$ cat config.mk
export PLATFORM = sky130hd
export DESIGN_NAME = bounded_ordered_list_engine_flat
export DESIGN_NICKNAME = d
export VERILOG_FILES = /design/src/design/bole_pkg.sv /design/src/design/bole_in_if.sv /design/src/design/bole_out_if.sv /design/src/design/bole_ram.sv /design/src/design/bole_obuf.sv /design/src/design/bole_ctrl.sv /design/src/design/bounded_ordered_list_engine.sv /design/src/flat_wrapper.sv
export SDC_FILE = /design/constraint.sdc
export NUM_CORES = 2
export LEC_CHECK = 0
export BUFFER_PORTS_ARGS = -buffer_cell sky130_fd_sc_hd__buf_2
export CAP_MARGIN = 20
export CELL_PAD_IN_SITES_DETAIL_PLACEMENT = 0
export CELL_PAD_IN_SITES_GLOBAL_PLACEMENT = 2
export CORE_ASPECT_RATIO = 0.9
export CORE_MARGIN = 10
export CORE_UTILIZATION = 43
export DETAILED_ROUTE_END_ITERATION = 10
export PLACE_DENSITY_LB_ADDON = 0.1
export SKIP_CTS_REPAIR_TIMING = 1
export SKIP_LAST_GASP = 1
export SYNTH_ARGS = -nofsm -noshare
export SYNTH_HDL_FRONTEND = slang
export SYNTH_HIERARCHICAL = 1
export SYNTH_SLANG_ARGS = --single-unit
$ cat constraint.sdc
create_clock -name clk -period 4.1 [get_ports clk]
set_input_delay 0.82 -clock clk [delete_from_list [all_inputs] [get_ports clk]]
set_output_delay 0.82 -clock clk [all_outputs]
set_load 0.03 [all_outputs]
$ cat src/design/bole_pkg.sv
package bole_pkg;

	localparam int CAPACITY    = 32;
	localparam int VALUE_WIDTH = 32;

	// fixed field widths of the channels
	localparam int OPCODE_W = 2;
	localparam int STATUS_W = 2;
	localparam int ITEM_W   = 32;
	localparam int COUNT_W  = 6;

	localparam int IDX_W = (CAPACITY > 1) ? $clog2(CAPACITY) : 1;
	localparam int CNT_W = $clog2(CAPACITY + 1);

	localparam logic [OPCODE_W-1:0] OP_INS_FRONT = 2'd0;
	localparam logic [OPCODE_W-1:0] OP_INS_BACK  = 2'd1;
	localparam logic [OPCODE_W-1:0] OP_DELETE    = 2'd2;
	localparam logic [OPCODE_W-1:0] OP_LIST      = 2'd3;

	localparam logic [STATUS_W-1:0] ST_OK       = 2'd0;
	localparam logic [STATUS_W-1:0] ST_EMPTY    = 2'd1;
	localparam logic [STATUS_W-1:0] ST_NOTFOUND = 2'd2;
	localparam logic [STATUS_W-1:0] ST_FULL     = 2'd3;

	typedef struct packed {
		logic [STATUS_W-1:0]      status;
		logic signed [ITEM_W-1:0] item;
		logic [COUNT_W-1:0]       count;
		logic                     last;
	} res_t;

	typedef struct packed {
		logic                   we;
		logic [IDX_W-1:0]       waddr;
		logic [VALUE_WIDTH-1:0] wdata;
		logic                   re;
		logic [IDX_W-1:0]       raddr;
	} ram_req_t;

	// input word narrowed or sign extended to the stored width
	function automatic logic [VALUE_WIDTH-1:0] to_stored(input logic signed [ITEM_W-1:0] v);
		to_stored = VALUE_WIDTH'(v);
	endfunction

	function automatic logic signed [ITEM_W-1:0] to_item(
		input logic signed [VALUE_WIDTH-1:0] v);
		to_item = ITEM_W'(v);
	endfunction

	// ring position of the k-th entry counted from the front
	function automatic logic [IDX_W-1:0] slot(input logic [IDX_W-1:0] front,
		input logic [CNT_W-1:0] k);
		logic [CNT_W:0] s;
		s = (CNT_W+1)'(front) + (CNT_W+1)'(k);
		if (s >= (CNT_W+1)'(CAPACITY)) begin
			s = s - (CNT_W+1)'(CAPACITY);
		end
		slot = IDX_W'(s);
	endfunction

	function automatic logic [IDX_W-1:0] slot_dec(input logic [IDX_W-1:0] front);
		if (front == '0) begin
			slot_dec = IDX_W'(CAPACITY - 1);
		end else begin
			slot_dec = front - IDX_W'(1);
		end
	endfunction

endpackage

$ cat src/design/bole_in_if.sv
interface bole_in_if;
	logic                                 valid;
	logic                                 ready;
	logic [bole_pkg::OPCODE_W-1:0]        opcode;
	logic signed [bole_pkg::ITEM_W-1:0]   value;

	modport source (output valid, output opcode, output value, input ready);
	modport sink (input valid, input opcode, input value, output ready);
endinterface

$ cat src/design/bole_out_if.sv
interface bole_out_if;
	logic                                 valid;
	logic                                 ready;
	logic [bole_pkg::STATUS_W-1:0]        status;
	logic signed [bole_pkg::ITEM_W-1:0]   item;
	logic [bole_pkg::COUNT_W-1:0]         count;
	logic                                 last;

	modport source (output valid, output status, output item, output count, output last,
		input ready);
	modport sink (input valid, input status, input item, input count, input last,
		output ready);
endinterface

$ cat src/design/bole_ram.sv
module bole_ram #(
	parameter int WIDTH = 32,
	parameter int DEPTH = 32
) (
	input  logic                                      clk,
	input  logic                                      we,
	input  logic [((DEPTH > 1) ? $clog2(DEPTH) : 1)-1:0] waddr,
	input  logic [WIDTH-1:0]                          wdata,
	input  logic                                      re,
	input  logic [((DEPTH > 1) ? $clog2(DEPTH) : 1)-1:0] raddr,
	output logic [WIDTH-1:0]                          rdata
);

	logic [WIDTH-1:0] mem [DEPTH];

	always_ff @(posedge clk) begin
		if (we) begin
			mem[waddr] <= wdata;
		end
		if (re) begin
			rdata <= mem[raddr];
		end
	end

endmodule

$ cat src/design/bole_obuf.sv
module bole_obuf (
	input  logic               clk,
	input  logic               arst_n,
	input  logic               res_valid,
	input  bole_pkg::res_t     res,
	output logic               res_room,
	bole_out_if.source         rsp
);

	logic           valid_q;
	bole_pkg::res_t data_q;

	assign res_room = !valid_q || rsp.ready;

	always_ff @(posedge clk or negedge arst_n) begin
		if (!arst_n) begin
			valid_q <= 1'b0;
		end else if (res_room) begin
			valid_q <= res_valid;
		end
	end

	always_ff @(posedge clk) begin
		if (res_room && res_valid) begin
			data_q <= res;
		end
	end

	assign rsp.valid  = valid_q;
	assign rsp.status = data_q.status;
	assign rsp.item   = data_q.item;
	assign rsp.count  = data_q.count;
	assign rsp.last   = data_q.last;

endmodule

$ cat src/design/bole_ctrl.sv
module bole_ctrl (
	input  logic                                 clk,
	input  logic                                 arst_n,
	bole_in_if.sink                              cmd,
	output bole_pkg::ram_req_t                   ram_req,
	input  logic [bole_pkg::VALUE_WIDTH-1:0]     rdata,
	output logic                                 res_valid,
	output bole_pkg::res_t                       res,
	input  logic                                 res_room
);

	localparam logic [2:0] S_IDLE  = 3'd0;
	localparam logic [2:0] S_SRCH  = 3'd1;
	localparam logic [2:0] S_SHIFT = 3'd2;
	localparam logic [2:0] S_LIST  = 3'd3;
	localparam logic [2:0] S_RESP  = 3'd4;

	localparam int CNT_W = bole_pkg::CNT_W;
	localparam int IDX_W = bole_pkg::IDX_W;
	localparam int VW    = bole_pkg::VALUE_WIDTH;

	logic [2:0]       state_q, state_d;
	logic [CNT_W-1:0] cnt_q, cnt_d;
	logic [IDX_W-1:0] front_q, front_d;
	logic [CNT_W-1:0] k_q, k_d;
	logic [VW-1:0]    key_q, key_d;
	bole_pkg::res_t   res_q, res_d;

	logic             acc, fire, full, empty, at_end, shift_done, match;
	logic [VW-1:0]    in_val;
	logic [IDX_W-1:0] front_dec;
	logic [CNT_W-1:0] k_nx, k_nx2, cnt_inc, cnt_dec;
	bole_pkg::res_t   list_res;

	assign cmd.ready  = (state_q == S_IDLE);
	assign acc        = cmd.valid && cmd.ready;
	assign in_val     = bole_pkg::to_stored(cmd.value);
	assign front_dec  = bole_pkg::slot_dec(front_q);
	assign k_nx       = k_q + CNT_W'(1);
	assign k_nx2      = k_q + CNT_W'(2);
	assign cnt_inc    = cnt_q + CNT_W'(1);
	assign cnt_dec    = cnt_q - CNT_W'(1);
	assign full       = (cnt_q == CNT_W'(bole_pkg::CAPACITY));
	assign empty      = (cnt_q == '0);
	assign at_end     = (k_nx == cnt_q);
	assign shift_done = (k_nx2 == cnt_q);
	// compare unit: the entry read last cycle against the key
	assign match      = (rdata == key_q);

	assign res_valid = (state_q == S_RESP) || (state_q == S_LIST);
	assign fire      = res_valid && res_room;

	always_comb begin
		list_res.status = bole_pkg::ST_OK;
		list_res.item   = bole_pkg::to_item(rdata);
		list_res.count  = bole_pkg::COUNT_W'(cnt_q);
		list_res.last   = at_end;
	end

	assign res = (state_q == S_LIST) ? list_res : res_q;

	// ram port control
	always_comb begin
		ram_req.we    = 1'b0;
		ram_req.waddr = bole_pkg::slot(front_q, cnt_q);
		ram_req.wdata = in_val;
		ram_req.re    = 1'b0;
		ram_req.raddr = bole_pkg::slot(front_q, k_nx);
		case (state_q)
			S_IDLE: begin
				if (acc) begin
					case (cmd.opcode)
						bole_pkg::OP_INS_FRONT: begin
							ram_req.we    = !full;
							ram_req.waddr = front_dec;
						end
						bole_pkg::OP_INS_BACK: begin
							ram_req.we = !full;
						end
						default: begin
							// delete and list both start reading at the front
							ram_req.re    = !empty;
							ram_req.raddr = front_q;
						end
					endcase
				end
			end
			S_SRCH: begin
				ram_req.re = !at_end;
			end
			S_SHIFT: begin
				ram_req.we    = 1'b1;
				ram_req.waddr = bole_pkg::slot(front_q, k_q);
				ram_req.wdata = rdata;
				ram_req.re    = !shift_done;
				ram_req.raddr = bole_pkg::slot(front_q, k_nx2);
			end
			S_LIST: begin
				ram_req.re = fire && !at_end;
			end
			default: begin
			end
		endcase
	end

	// sequencer
	always_comb begin
		state_d = state_q;
		cnt_d   = cnt_q;
		front_d = front_q;
		k_d     = k_q;
		key_d   = key_q;
		res_d   = res_q;
		case (state_q)
			S_IDLE: begin
				if (acc) begin
					key_d        = in_val;
					k_d          = '0;
					res_d.item   = bole_pkg::to_item(in_val);
					res_d.count  = bole_pkg::COUNT_W'(cnt_q);
					res_d.last   = 1'b1;
					state_d      = S_RESP;
					case (cmd.opcode)
						bole_pkg::OP_INS_FRONT, bole_pkg::OP_INS_BACK: begin
							if (full) begin
								res_d.status = bole_pkg::ST_FULL;
							end else begin
								res_d.status = bole_pkg::ST_OK;
								res_d.count  = bole_pkg::COUNT_W'(cnt_inc);
								cnt_d        = cnt_inc;
								if (cmd.opcode == bole_pkg::OP_INS_FRONT) begin
									front_d = front_dec;
								end
							end
						end
						bole_pkg::OP_DELETE: begin
							res_d.status = bole_pkg::ST_EMPTY;
							if (!empty) begin
								state_d = S_SRCH;
							end
						end
						default: begin
							// list all
							res_d.status = bole_pkg::ST_EMPTY;
							res_d.item   = '0;
							if (!empty) begin
								state_d = S_LIST;
							end
						end
					endcase
				end
			end
			S_SRCH: begin
				if (match && at_end) begin
					cnt_d        = cnt_dec;
					res_d.status = bole_pkg::ST_OK;
					res_d.count  = bole_pkg::COUNT_W'(cnt_dec);
					state_d      = S_RESP;
				end else if (match) begin
					state_d = S_SHIFT;
				end else if (at_end) begin
					res_d.status = bole_pkg::ST_NOTFOUND;
					state_d      = S_RESP;
				end else begin
					k_d = k_nx;
				end
			end
			S_SHIFT: begin
				if (shift_done) begin
					cnt_d        = cnt_dec;
					res_d.status = bole_pkg::ST_OK;
					res_d.count  = bole_pkg::COUNT_W'(cnt_dec);
					state_d      = S_RESP;
				end else begin
					k_d = k_nx;
				end
			end
			S_LIST: begin
				if (fire) begin
					if (at_end) begin
						state_d = S_IDLE;
					end else begin
						k_d = k_nx;
					end
				end
			end
			S_RESP: begin
				if (fire) begin
					state_d = S_IDLE;
				end
			end
			default: begin
				state_d = S_IDLE;
			end
		endcase
	end

	always_ff @(posedge clk or negedge arst_n) begin
		if (!arst_n) begin
			state_q <= S_IDLE;
			cnt_q   <= '0;
			front_q <= '0;
		end else begin
			state_q <= state_d;
			cnt_q   <= cnt_d;
			front_q <= front_d;
		end
	end

	always_ff @(posedge clk) begin
		k_q   <= k_d;
		key_q <= key_d;
		res_q <= res_d;
	end

endmodule

$ cat src/design/bounded_ordered_list_engine.sv
// insert, and delete or list on an empty store: the result is registered in the sequencer, then
// moved to the output register
// delete: after accept, entries are searched from the front and those behind a match moved up
// one place, then the result is handed over; a single ram port pair paces search and compaction
// list: entries from the front reach the output register one per cycle while it has room; the
// next word is taken once the last result has moved to the output register
// reset clears count, front index and the output valid flag; the entry ram is not cleared
module bounded_ordered_list_engine (
	input  logic       clk,
	input  logic       arst_n,
	bole_in_if.sink    cmd,
	bole_out_if.source rsp
);

	bole_pkg::ram_req_t                 ram_req;
	logic [bole_pkg::VALUE_WIDTH-1:0]   rdata;
	logic                               res_valid;
	logic                               res_room;
	bole_pkg::res_t                     res;

	bole_ram #(
		.WIDTH(bole_pkg::VALUE_WIDTH),
		.DEPTH(bole_pkg::CAPACITY)
	) u_ram (
		.clk   (clk),
		.we    (ram_req.we),
		.waddr (ram_req.waddr),
		.wdata (ram_req.wdata),
		.re    (ram_req.re),
		.raddr (ram_req.raddr),
		.rdata (rdata)
	);

	bole_ctrl u_ctrl (
		.clk       (clk),
		.arst_n    (arst_n),
		.cmd       (cmd),
		.ram_req   (ram_req),
		.rdata     (rdata),
		.res_valid (res_valid),
		.res       (res),
		.res_room  (res_room)
	);

	bole_obuf u_obuf (
		.clk       (clk),
		.arst_n    (arst_n),
		.res_valid (res_valid),
		.res       (res),
		.res_room  (res_room),
		.rsp       (rsp)
	);

`ifndef NO_ASSERTIONS
	a_busy_after_accept: assert property (@(posedge clk) disable iff (!arst_n)
		cmd.valid && cmd.ready |=> !cmd.ready)
		else $error("command taken while previous word still in progress");

	a_no_result_when_idle: assert property (@(posedge clk) disable iff (!arst_n)
		res_valid |-> !cmd.ready)
		else $error("result offered while sequencer idle");

	a_full_count: assert property (@(posedge clk) disable iff (!arst_n)
		res_valid && res.status == bole_pkg::ST_FULL
		|-> res.count == bole_pkg::COUNT_W'(bole_pkg::CAPACITY))
		else $error("store full reported below capacity");

	a_last_only_ok: assert property (@(posedge clk) disable iff (!arst_n)
		res_valid && !res.last |-> res.status == bole_pkg::ST_OK)
		else $error("non-final result with error status");

	a_ram_no_collide: assert property (@(posedge clk) disable iff (!arst_n)
		ram_req.we && ram_req.re |-> ram_req.waddr != ram_req.raddr)
		else $error("compaction reads the entry it writes");
`endif

endmodule
$ cat src/flat_wrapper.sv
// flat-port wrapper written by rule: the top's interface ports become plain ports
module bounded_ordered_list_engine_flat 
  (clk, arst_n, cmd_valid, cmd_opcode, cmd_value, cmd_ready, rsp_valid, rsp_status, rsp_item, rsp_count, rsp_last, rsp_ready);
  bole_in_if cmd_i ();
  bole_out_if rsp_i ();
  input  logic clk;
  input  logic arst_n;
  input wire logic [$bits(cmd_i.valid)-1:0] cmd_valid;
  input wire logic [$bits(cmd_i.opcode)-1:0] cmd_opcode;
  input wire logic [$bits(cmd_i.value)-1:0] cmd_value;
  output wire logic [$bits(cmd_i.ready)-1:0] cmd_ready;
  output wire logic [$bits(rsp_i.valid)-1:0] rsp_valid;
  output wire logic [$bits(rsp_i.status)-1:0] rsp_status;
  output wire logic [$bits(rsp_i.item)-1:0] rsp_item;
  output wire logic [$bits(rsp_i.count)-1:0] rsp_count;
  output wire logic [$bits(rsp_i.last)-1:0] rsp_last;
  input wire logic [$bits(rsp_i.ready)-1:0] rsp_ready;
  assign cmd_i.valid = cmd_valid;
  assign cmd_i.opcode = cmd_opcode;
  assign cmd_i.value = cmd_value;
  assign cmd_ready = cmd_i.ready;
  assign rsp_valid = rsp_i.valid;
  assign rsp_status = rsp_i.status;
  assign rsp_item = rsp_i.item;
  assign rsp_count = rsp_i.count;
  assign rsp_last = rsp_i.last;
  assign rsp_i.ready = rsp_ready;
  bounded_ordered_list_engine u_core (.clk(clk), .arst_n(arst_n), .cmd(cmd_i), .rsp(rsp_i));
endmodule
# == Word-level counts from Yosys, hierarchy flattened ==
# Memory sizes are Yosys's and may differ from the RTL's. A register that Yosys moved wholly into a read port is not among the register bits.
# Index checks and enable logic that the tools add are counted.
# Widths: inputs -> output; s select.
# totals
reg_bits,134
mem_bits_rw,1024
input_bits,38
out_inout_bits,43
wordCells,131
n_memories,1
# op_classes
add_sub_neg,13
n_lt_le_gt_ge,4
n_eq_ne,22
n_mux,52
bitwise_logic,1
n_reduce_logical,25
# mem_list
memory,depth,width,read_ports,rd_clocked_by_memory_dff,wr,line_no,source
u_core.u_ram.mem,32,32,1,1,1,bole_ram.sv:14,logic [WIDTH-1:0] mem [DEPTH];
# op_table
cell,n
$mux 6,14
$mux 32,2
$mux 41,1
$mux 39,1
$pmux 6 s3,2
$eq 32x32->1,1
$mux 3,10
$mux 5,6
$add 5x6->7,4
$ge 7x6->1 const B,4
$sub 5x1->5 const B,5
$pmux 6 s4,1
$ne 2x2->1 const B,8
$pmux 3 s5,1
$add 6x1->6 const B,2
$eq 6x6->1,2
$mux 2,6
$pmux 6 s2,1
$reduce_and 6->1,2
$pmux 5 s2,1
$reduce_and 5->1,2
$add 6x2->6 const B,1
$eq 3x2->1 const B,2
$eq 6x6->1 const B,1
other kinds (26),37

# == Depth between registers and ports, before layout ==
# depth
depth_word,8
mapped_depth,17
depth_no_buf,14

# == Hierarchy ==
# Netlist, hierarchy kept.
# by_module_without_submodules
module,instances,cells_each,area_each_um2,seq_area_each_um2
bole_ram,1,2260,40812.9,31710.4
bole_ctrl,1,615,6132.1,2692.6
bole_obuf,1,45,1285.0,1256.2

# == Worst setup path before layout ==
# OpenSTA, ideal clock, no wires.
# synth_path
path_kind,input -> register
start,in cmd_valid
end,"reg u_core.u_ram.rdata[13], read port of u_core.u_ram.mem (data pin)"
setup_ps,263
t_arrival_ps,4155
required_time_ps,3837
setup_slack_ps,-318
path_stages,13
path_buffers,4
path_cell_list,nand3_1 inv_1 and2_1 clkbuf_1 a22oi_1 o32ai_1 and2_1 buf_4 buf_2 buf_1 a22oi_1 nand3_1 nand3_1
# synth_lines
element,line_no,source
start: declaration,flat_wrapper.sv:8,input wire logic [$bits(cmd_i.valid)-1:0] cmd_valid;
end: declaration,bole_ram.sv:11,output logic [WIDTH-1:0] rdata

==> results.toml <==
[worst_setup_path]
critPathArrivalTime_ns = 4.39
critPathRequiredTime_ns = 4.51
endpoint_kind = "flip-flop"
path_max_fanout = 18
worstSetupPathType = "flip-flop to flip-flop"
startpoint_type = "flip-flop"
rr_worst_depth = 10

[sta]
fin_crit_sh = 0.972
maxSlewViolCount = 0
finalClockSkew_ns = 0.0278
tns_ns = 0
fmax_ghz = 0.251
max_slew_margin = 0.392
setup_violations = 0
final_hold_viol_count = 0
worstMarginPinSlew_ns = 0.913
min_period_ns = 3.98

[floorplan]
coreArea_sq_mm = 0.111
die_x_microns = 373
ioPinCount = 81
die-area_sq_mm = 0.126
initial_core_util = 0.433
rows = 116
die_h_microns = 338

[route]
drtPass1Iterations = 7
wl_per_cell_microns = 26.5
via_per_inst = 5.50
num_vias = 26400
wl_microns = 127000
first_iter_violations = 1967
ant_nets = 0
drc = 0

[place]
io_buffers = 80
dp_hpwl_microns = 80500
gp_congestion = 0.814

[clock_tree]
path_clk_slew_ns = 0.06
h-tree-depth = 3
cts_tree = "built"
clkSinkCount = 1190
worstSkewPairLatency_ns = 0.73
clockBufferDepth = 3
cts-root-buf = "clkbuf_16"
cts_made_buffers = 121

[synthesis]
yosysWarnings = 6
synth_edf_count = 1175
yosysSeqAreaShare = 0.739
synth_nets = 2982
ys_ff_latch = 1190
ys_types = 64
synth_ff_type = "edfxtp_1"
syn_area_per_cell_sq_um = 16.5
syn_area_sq_mm = 0.0482
syn_inst = 2920
async_flop_share = 0.0126

[global_route]
antenna_found_initial = 6
grt_pass1_vias = 26800
grt_usage = 0.199
grt-ovfl-total = 0
grt_max_degree = 83
grt_pass1_wl_microns = 185000

[outcome]
outcome = "finished, final reports clean"

[cells_and_area]
n_fill_cell = 9092
nets = 3287
syn2layout_area_growth_pct = 18.0
drive_gt1_frac = 0.186

[flow_run]
maxCapViolCount = 0

[min_path]
hp-class = "input port to asynchronous set/reset pin"
worst max-delay path, cell delays in order (launching register included):
cell     delay [ns]
dfrtp_1        0.51
ha_1           0.28
fa_1           0.40
a21o_1         0.17
a21oi_1        0.19
xnor2_1        0.16
o21ai_0        0.31
a221o_1        0.57
or3b_2         0.63
nor2_4         0.23
buf_12         0.22
layer usage:
metal,GRT usage,share of wire,wire [microns]
met5,0,0,0
met4,0.0424,0.019,2420
met3,0.0386,0.062,7920
met2,0.309,0.45,57200
met1,0.290,0.47,59700
area by class of cell:
class	instances	area (sq um)	area share
sequential	1190	35700	0.627
tap	1475	1850	0.0324
timing repair buffer	342	3450	0.0607
clock buffer	148	3170	0.0557
multi-input combinational	1554	11900	0.210
antenna	2	5.00	0.0000880
clock inverter	80	776	0.0136
inverter	16	63.8	0.00112
worst paths after layout:
| path | from | end | slack, ns |
|---|---|---|---|
| max | u_core/u_ctrl/front_q[0] | u_core/u_ram/mem[18][1] | 0.12 |
| min | arst_n | u_core/u_ctrl/state_q[0] | 0.03 |
| max reg2reg | u_core/u_ctrl/front_q[0] | u_core/u_ram/mem[18][1] | 0.12 |
| min reg2reg | u_core/u_ctrl/res_q[39] | u_core/u_obuf/rsp.status[0] | 0.53 |
| max in group asynchronous | arst_n | u_core/u_ctrl/front_q[0] | 3.76 |
| min in group clk | cmd_value[24] | u_core/u_ctrl/key_q[24] | 0.30 |
cell families (layout without fill, tap and decap cells):
group,Yosys count,count (layout),synth area share
AO/OA/AOI/OAI,378,378,0.0530
XOR/XNOR,74,74,0.0140
adder cells (fa/ha/maj),24,24,0.00685
buffers and inverters,176,586,0.0200
flip-flops,1190,1190,0.739
multiplexers,553,553,0.116
other,0,2,0
AND/OR/NAND/NOR,525,525,0.0507
through the flow:
step                      std cells  instance area [sq um]  setup slack [ns]  hold slack [ns]   util
after floorplan                2920                  48300            -0.266            0.496      -
after global placement         4575                  52900            -0.282            0.506  0.475
after detailed placement       4576                  52900            -0.311            0.519  0.475
after CTS                      4804                  56900            -0.138        -0.000394  0.511
after global routing           4805                  56900          -0.00346           0.0174  0.511
final                          4807                  56900             0.117           0.0335  0.511
synth_stat cells (24+ instances only):
cell,count,area [sq um]
a21oi_1,120,601
a22o_1,66,578
a22oi_1,98,736
a31oi_1,36,225
and2_1,41,257
buf_2,35,175
buf_4,35,263
clkbuf_1,63,236
edfxtp_1,1175,35300
mux2_2,36,405
mux2i_1,514,5140
nand2_1,220,826
nand3_1,108,541
nor2_1,59,221
nor3_1,40,200
xnor2_1,24,210
xor2_1,48,420
flip-flops by register name (all words and copies together) (netlist names), 2 cells and up:
| register | count |
|---|---|
| u_core/u_ctrl/k_q | 6 |
| u_core/u_ctrl/cnt_q | 6 |
| u_core/u_ctrl/res_q | 40 |
| u_core/u_ctrl/front_q | 5 |
| u_core/u_obuf/rsp.item | 32 |
| u_core/u_ram/rdata | 32 |
| u_core/u_ctrl/state_q | 3 |
| u_core/u_ctrl/key_q | 32 |
| u_core/u_ram/mem | 1024 |
| u_core/u_obuf/rsp.count | 6 |
| u_core/u_obuf/rsp.status | 2 |
cell usage in the layout, fill, tap and decap left out, drive strengths merged, types with 6 or more instances in the layout:
cell,count
nand2,220
bufinv,13
a21o,7
nor3,41
clkbuf,148
o21ai,21
o31ai,6
nand3,108
a22oi,98
dfrtp,15
xor2,48
mux2,39
a21oi,120
a31oi,36
nor4,8
buf,342
clkinv,55
and2,42
nor2,60
nor2b,13
nand2b,11
xnor2,24
edfxtp,1175
inv,19
clkinvlp,9
a22o,66
mux2i,514
ha,20
Power is not shown: default switching activity piles up to over one toggle a cycle in this logic, so the estimate is an artifact.
